File: config.mk
export PLATFORM = sky130hd
export DESIGN_NAME = pelt_cell
export DESIGN_NICKNAME = d
export VERILOG_FILES = /design/src/sv/pelt_pkg.sv /design/src/sv/pelt_cell.sv
export SDC_FILE = /design/constraint.sdc
export NUM_CORES = 1
export LEC_CHECK = 0
export BUFFER_PORTS_ARGS = -buffer_cell sky130_fd_sc_hd__buf_2
export CAP_MARGIN = 20
export CORE_AREA = 8 8 141 143
export DETAILED_ROUTE_END_ITERATION = 7
export DIE_AREA = 0 0 149 151
export GPL_ROUTABILITY_DRIVEN = 0
export SYNTH_ARGS = -nofsm -noshare
export SYNTH_HDL_FRONTEND = slang
export SYNTH_SLANG_ARGS = --single-unit
File: constraint.sdc
create_clock -name clk -period 5.2 [get_ports clk]
set_clock_uncertainty 0.15 [all_clocks]
set_input_delay 1.04 -clock clk [delete_from_list [all_inputs] [get_ports clk]]
set_output_delay 1.04 -clock clk [all_outputs]
set_load 0.02 [all_outputs]
File: src/sv/pelt_pkg.sv
// Shared types, constants and codes of the pending event log table.
// No dependencies; used by pelt_cell and pending_event_log_table_core.
`default_nettype none

package pelt_pkg;

    localparam int TABLE_DEPTH = 64;
    localparam int MAX_BODY    = 32;
    localparam int CW          = $clog2(TABLE_DEPTH + 1);
    localparam int CAP_W       = 7;
    localparam int SLOT_W      = 6;
    localparam int PEND_W      = 7;
    localparam logic [7:0] TRIES_MAX = 8'd255;

    localparam logic [1:0] CMD_APPEND = 2'd0;
    localparam logic [1:0] CMD_SYNC   = 2'd1;
    localparam logic [1:0] CMD_TRY    = 2'd2;
    localparam logic [1:0] CMD_OLDEST = 2'd3;

    localparam logic [1:0] RES_OK      = 2'd0;
    localparam logic [1:0] RES_LENGTH  = 2'd1;
    localparam logic [1:0] RES_NO_ID   = 2'd2;
    localparam logic [1:0] RES_NONE    = 2'd3;

    localparam logic [1:0] REG_CAPACITY = 2'd0;
    localparam logic [1:0] REG_BOOT     = 2'd1;
    localparam logic [1:0] REG_TEST     = 2'd2;

    typedef struct packed {
        logic [31:0] id;
        logic [3:0]  kind;
        logic [7:0]  node;
        logic [7:0]  length;
        logic [31:0] boot;
        logic [31:0] stamp;
        logic        synced;
        logic [7:0]  tries;
    } entry_t;

    typedef struct packed {
        logic shift;
        logic load;
    } cell_ctrl_t;

    typedef enum logic [2:0] {
        ST_IDLE,
        ST_WALK,
        ST_DROP,
        ST_INSERT,
        ST_DONE
    } state_t;

endpackage

`default_nettype wire

File: src/sv/pelt_cell.sv
// One table slot of the cell row: holds an entry, takes its right neighbour
// on a shift or the shared bus on a load. Depends on pelt_pkg.
`default_nettype none

module pelt_cell
    import pelt_pkg::*;
(
    input  wire             clk,
    input  wire cell_ctrl_t ctrl,
    input  wire entry_t     right_q,
    input  wire entry_t     bus,
    output entry_t          entry_q
);

    entry_t entry_reg;

    always_ff @(posedge clk)
    begin
        if (ctrl.load)
        begin
            entry_reg <= bus;
        end
        else if (ctrl.shift)
        begin
            entry_reg <= right_q;
        end
    end

    assign entry_q = entry_reg;

endmodule

`default_nettype wire

# After elaboration in Yosys (flattened, before gate mapping)
# Index checks and enable logic that the tools add are counted.
# classes
n_mux,2
reduce_logical,1
# op_table
operator,count
125-bit 2-to-1 mux,2
2-bit nonzero test,1
# totals
output_inout_bits,125
elab_cells,11
inputBits,253
register_bits,125

# Longest topological paths before layout
# Gate-level depths: netlist of the first run.
# logic_depth
depth_word,2
mapped_depth,4
ltp_nobuf,1

# Least setup slack after synthesis of the first run
# Ideal clock, no wire load.
# synth_timing
path_kind,input port to flip-flop
start,in ctrl[0] in the netlist's numbering
end,"reg entry_reg (netlist bit entry_q[0]), enable pin"
path_slack_ps,357
n_path_buf,3
t_required_ps,4557
t_arrival_ps,4200
stages,4
setup_ps,493
path_cell_list,buf_6 buf_6 buf_6 or2_1
# synth_between
elab_chain_len,1
# synth_lines
item,line_no,rtl
start: declaration,pelt_cell.sv:9,"input wire cell_ctrl_t ctrl,"
2-bit nonzero test (no line),-,
end signal: assignment,pelt_cell.sv:21,entry_reg <= bus;
end signal: assignment,pelt_cell.sv:25,entry_reg <= right_q;
end: declaration,pelt_cell.sv:15,entry_t entry_reg;
# No other way between the ends.
# A chain may end at the register's enable or synchronous reset.

# Final worst setup path of the first run
# layout_timing
start,in ctrl[0] in the netlist's numbering
end,"reg entry_reg (netlist bit entry_q[16]), enable pin"
# Same word-level chain as after synthesis.

==> summary.txt, run 1 <==
Outcome
  – Status: finished, final reports clean

Layout
  – Syn-to-layout area delta: 50.2%
  – Max reg flops: around 130
  – Final net count: 902
  – Share of layout cells above drive strength 1: 0.805
  – Antenna fix cells: 0
  – Commonest cells after routing, fill and taps aside: buf_2, edfxtp_1, mux2_2
  – Most common cell after layout, fill and taps aside: buf_2
  – Post-route design area: 8140 um2

Routing
  – DR WL/cell: 19.1 um
  – Detailed-route via count: 3835
  – DRT Pass-1 Iters: 4
  – Iteration-0 DRC Markers: 89
  – Post-route ant nets: 0
  – Via density: 4.30
  – Final WL: between 15000 and 20000 um
  – Residual DRC count: 0

Min path
  – Hold Crit Class: in2reg
  – Hold path depth: 2
  – Hold path start: right_q[120]
  – Hold Path End: entry_q[120]

Power
  – Static leakage: 0.00373 uW
  – Peak VDD IR: 0.000200 V
  – Pwr dens: ~370 nW/um2

Yosys
  – Cell count after synthesis: 265
  – Synth warnings: 0
  – Synth Net Count: approximately 520
  – Sequential cell area fraction in the yosys report: 0.692
  – Distinct cells, synth: 6
  – Synthesized area per cell: 20.5 um2
  – Synthesized area: 5420 um2
  – Synthesized flop and latch total: 125

Clocking
  – Post-CTS sizing: 0
  – Clock buffer count from CTS: 17
  – Sink Count: between 100 and 150
  – Root Driver: clkbuf_16
  – Clock Tree Buf Depth: 2
  – CTS tree: done
  – Reg clk slew, reported paths: 60 ps
  – Htree depth: 4
  – Hold Buf Count CTS: 0
  – Postcts setup bufs: 0

STA
  – Final hold vios: 0
  – Final setup TNS: 0 ps
  – Max Fclk: 0.398 GHz
  – Final setup viols: 0
  – Max_slew headroom: 0.462
  – Worst-margin pin slew: approximately 800 ps
  – Max-slew violation count: 0
  – Final period util: 0.483
  – WHS: 777 ps
  – RSZ-0062 raised after global routing: false
  – Final min period: 2510 ps

Critical path
  – CP Cell Sequence: buf_6, or2_4, buf_12
  – Cell class contributing the biggest share of worst-path delay: buffers and inverters
  – WS Path Type: in2reg
  – CP max FO: roughly 130
  – Slowest CP cell: buf_12
  – Crit path DAT: 2380 ps
  – Buf+Inv Stages, Crit Path: 2
  – CP Depth: 3
  – Startpoint Class: primary input
  – Worst setup EP type: flop
  – Crit-path max cell delay: 390 ps
  – CP required: 5070 ps

Floorplanning
  – Initial Util: 0.307
  – # IOs: 378
  – Die W: 149 um
  – Row Count: 49
  – Core area: 17700 um2
  – Chip Height: 151 um
  – Die footprint: 22500 um2

GRT
  – GRT Util Overall: 0.145
  – Initial antenna violation count: 1
  – First-pass GRT wire length: 24500 um
  – Vias in the first global route: 4358
  – Pin count of the biggest net entering global routing: 126
  – GRT Residual Overflow: 0

Placed design
  – Detailed Place HPWL: 13600 um
  – PortBufs: 377
  – Post-DP Area: 7540 um2

Job
  – Max-cap violations: 0
==> metrics by stage <==
step	utilization	cells	power, uW	setup WS, ps
after CTS	0.461	891	3040	2810
after detailed placement	0.427	859	1800	2360
after global placement	0.427	859	1790	2420
after global routing	0.461	891	3110	2680
final	0.461	891	2990	2690
after floorplan	-	265	1570	357
==> final cells by class <==
| class | instances | area [um2] |
|---|---|---|
| multi-input cells | 126 | 1560 |
| well taps | 229 | 287 |
| flip-flops and latches | 125 | 3750 |
| repair buffers | 379 | 1930 |
| clock buffers | 20 | 437 |
| fillers | 1625 | 9510 |
| clock inverters | 12 | 170 |
==> report_power, final <==
| part | switching [uW] | internal [uW] | total (uW) |
|---|---|---|---|
| registers | 28.0 | 1240 | 1270 |
| logic | 282 | 223 | 505 |
| clock network | 420 | 798 | 1220 |
| total | 730 | 2260 | 2990 |
==> worst max path at each step <==
| stage | start | endpoint | slack [ps] |
|---|---|---|---|
| floorplan | ctrl[0] | entry_q[0] | 360 |
| detailed placement | ctrl[0] | entry_q[57] | 2360 |
| global route | ctrl[0] | entry_q[104] | 2680 |
| global placement | ctrl[0] | entry_q[37] | 2420 |
| CTS | ctrl[0] | entry_q[75] | 2810 |
| finish | ctrl[0] | entry_q[16] | 2690 |
==> Yosys cell counts <==
cell / count / share of area
mux2_4: 39 / 0.11
or2_1: 1 / 0.0012
edfxtp_1: 125 / 0.69
buf_6: 6 / 0.012
buf_2: 8 / 0.0074
mux2_2: 86 / 0.18
==> cells by family after synthesis <==
group	share of synthesized area
flops	0.692
mux	0.287
simple gates	0.00115
buf+inv	0.0198
==> layer usage <==
metal / global-route usage / vias up / part of all wire
met1: 0.143 / 1764 / 0.35
li1: - / 1818 / -
met4: 0.0591 / 2 / 0.021
met3: 0.0771 / 25 / 0.12
met2: 0.251 / 226 / 0.51
met5: 0 / - / 0.00053
Power figures use the tool's default switching activity.
==> run 2, diff against run 1 <==
Settings changed: ABC_AREA set to 1.
Clock period 5.2 ns to 2.1 ns, I/O delays scaled along.
==> summary.txt, run 2 <==
Floorplanning
  – # IOs: 378 (unchanged)
  – Die footprint: 22500 um2 (unchanged)
  – Row Count: 49 (unchanged)
  – Chip Height: 151 um (unchanged)
  – Initial Util: 0.303 (-0.00446)
  – Die W: 149 um (unchanged)
  – Core area: 17700 um2 (unchanged)

Power
  – Static leakage: 0.00424 uW (+14%)
  – Peak VDD IR: 0.000507 V (+150%)
  – Clock power frac: 0.391 (-0.016)
  – Logic gate share of total power: 0.173 (+0.004)
  – Sw Share: 0.255 (+0.0112)
  – Sequential share of power: 0.436 (+0.012)
  – Pwr dens: 892 nW/um2 (+140%)
  – Internal Power: 5350 uW (+140%)
  – Switching pwr: 1830 uW (+150%)

Yosys
  – Cell count after synthesis: 529 (+100%)
  – Dominant synthesized flop cell: edfxtp_1
  – EDFF count, synth: 125 (unchanged)
  – Synthesized area per cell: 10.1 um2 (-51%)
  – Synth warnings: 0 (unchanged)
  – Top post-synthesis cells by count: nand2_1, edfxtp_1, buf_2, buf_4
  – Main area contributors after synthesis: edfxtp_1, nand2_1, buf_4, buf_2, buf_6
  – Post-synth top area share: 0.703 (+0.0102)
  – Synth Net Count: 782 (+51%)
  – Asr flop ratio synth: 0 (unchanged)
  – Synthesized flop and latch total: 125 (unchanged)
  – Distinct cells, synth: 7 (+1)
  – Sequential cell area fraction in the yosys report: 0.703 (+0.0102)
  – Area leader, netlist: edfxtp_1
  – Top-count cell post-synth: nand2_1
  – Synthesized area: 5340 um2 (-1.5%)

Placed design
  – Post-DP Area: 7490 um2 (-0.58%)
  – Detailed Place HPWL: 14500 um (+7.2%)
  – Placed Cells: 1120 (+30%)
  – DP Worst Slack: 372 ps (-1990 ps)
  – PortBufs: 377 (unchanged)

GRT
  – GRT Residual Overflow: 0 (unchanged)
  – GRT Util Overall: 0.160 (+0.0157)
  – Pin count of the biggest net entering global routing: 64 (-49%)
  – First-pass GRT wire length: 27400 um (+12%)
  – Vias in the first global route: 4980 (+14%)
  – Initial antenna violation count: 0 (-1)

STA
  – Final setup TNS: 0 ps (unchanged)
  – Final period util: 0.752
  – Max Fclk: 0.633 GHz
  – Final worst slack: 521 ps (-2170 ps)
  – Final setup viols: 0 (unchanged)
  – Final min period: 1580 ps
  – Final hold vios: 0 (unchanged)
  – Worst-margin pin slew: 672 ps (-136 ps)
  – RSZ-0062 raised after global routing: false
  – Max-slew violation count: 0 (unchanged)
  – Max_slew headroom: 0.552 (+0.0905)

Routing
  – Detailed-route via count: 4835 (+26%)
  – Post-route ant nets: 0 (unchanged)
  – DR WL/cell: 16.1 um (-16%)
  – Via density: 4.20 (-2.3%)
  – Final WL: 18500 um (+8.9%)
  – Iteration-0 DRC Markers: 193 (+120%)
  – Residual DRC count: 0 (unchanged)
  – DRT Pass-1 Iters: 4 (unchanged)

Layout
  – Final net count: 1163 (+29%)
  – Share of layout cells above drive strength 1: 0.451 (-0.355)
  – Post-route design area: 8050 um2 (-1.1%)
  – Antenna fix cells: 0 (unchanged)
  – Commonest cells after routing, fill and taps aside: buf_2, nand2_1, edfxtp_1
  – Max reg flops: 125 (unchanged)
  – Fin cells: 1150 (+29%)
  – Post-layout util: 0.456 (-0.00510)
  – Most common cell after layout, fill and taps aside: buf_2
  – Syn-to-layout area delta: 50.7%

Min path
  – Hold Crit Class: in2reg

Critical path
  – CP max FO: 1 (-99%)
  – CP required: 1530 ps (-3540 ps)
  – Cell class contributing the biggest share of worst-path delay: flip-flops
  – Slowest CP cell: edfxtp_1
  – Buf+Inv Stages, Crit Path: 1 (-1)
  – Crit path DAT: 1010 ps (-1370 ps)
  – Crit-path max cell delay: 420 ps (+30 ps)
  – WS Path Type: reg2out
  – Startpoint Class: flop
  – CP Cell Sequence: buf_2
  – Worst setup EP type: output port

Clocking
  – Post-CTS sizing: 0 (unchanged)
  – Reg clk slew, reported paths: 50 ps (about the same)
  – Postcts setup bufs: 0 (unchanged)
  – Clock buffer count from CTS: 17 (unchanged)
  – Clock Tree Buf Depth: 2 (unchanged)
  – Hold Buf Count CTS: 0 (unchanged)
  – Sink Count: 125 (unchanged)
  – Htree depth: 4 (unchanged)
  – CTS tree: done
  – Root Driver: clkbuf_16

Outcome
  – Status: finished, final reports clean

Job
  – Max-cap violations: 0 (unchanged)
## run 2: cell count changes in the layout (fill, tap and decap cells not counted), sizes merged
cell / previous run / this run
inv: 0 / 1
mux2: 125 / 0
bufinv: 4 / 3
nand2: 0 / 375
clkinvlp: 3 / 1
clkinv: 5 / 6
buf: 379 / 389
## run 2: final cells by class
cell class / instances / area (um2)
Clock buffer: 20 / 437
Clock inverter: 10 / 124
Fill cell: 1751 / 9600
Inverter: 1 / 6.26
Multi-Input combinational cell: 376 / 1420
Sequential cell: 125 / 3750
Tap cell: 229 / 287
Timing Repair Buffer: 389 / 2030
## run 2: layer usage
metal  routed length (um)  vias to the layer above  part of all wire  track usage
met4                  330                        0             0.018       0.0606
li1                     -                     2464                 -            -
met1                 6970                     2083              0.38        0.177
met5                    0                        -                 0            0
met2                 9010                      265              0.49        0.265
met3                 2190                       23              0.12       0.0753
## run 2: logic make-up (layout without fill, tap and decap cells)
group | Yosys count | in the layout | synth area share
buffers and inverters | 28 | 420 | 0.0328
and+or+nand+nor | 376 | 376 | 0.265
DFF | 125 | 125 | 0.703
## run 2: final timing paths
| kind | start | cells past startpoint | endpoint |
|---|---|---|---|
| worst max-delay path | entry_q[97] | 1 | entry_q[97] |
| worst min-delay path | right_q[61] | 3 | entry_q[61] |
## run 2: power by group through the flow
| stage | clock, uW | sequential [uW] | combinational (uW) |
|---|---|---|---|
| after floorplan | 0 | 3560 | 272 |
| after global placement | 0 | 3170 | 1270 |
| after detailed placement | 0 | 3180 | 1270 |
| after CTS | 2890 | 3130 | 1270 |
| after global routing | 3000 | 3160 | 1360 |
| final | 2810 | 3130 | 1240 |
## run 2: metrics by stage
step,total power (uW),hold slack (ps)
3_5_place_dp,4450,537
4_1_cts,7290,101
3_3_place_gp,4430,533
5_1_grt,7510,116
6_report,7180,122
2_1_floorplan,3830,449
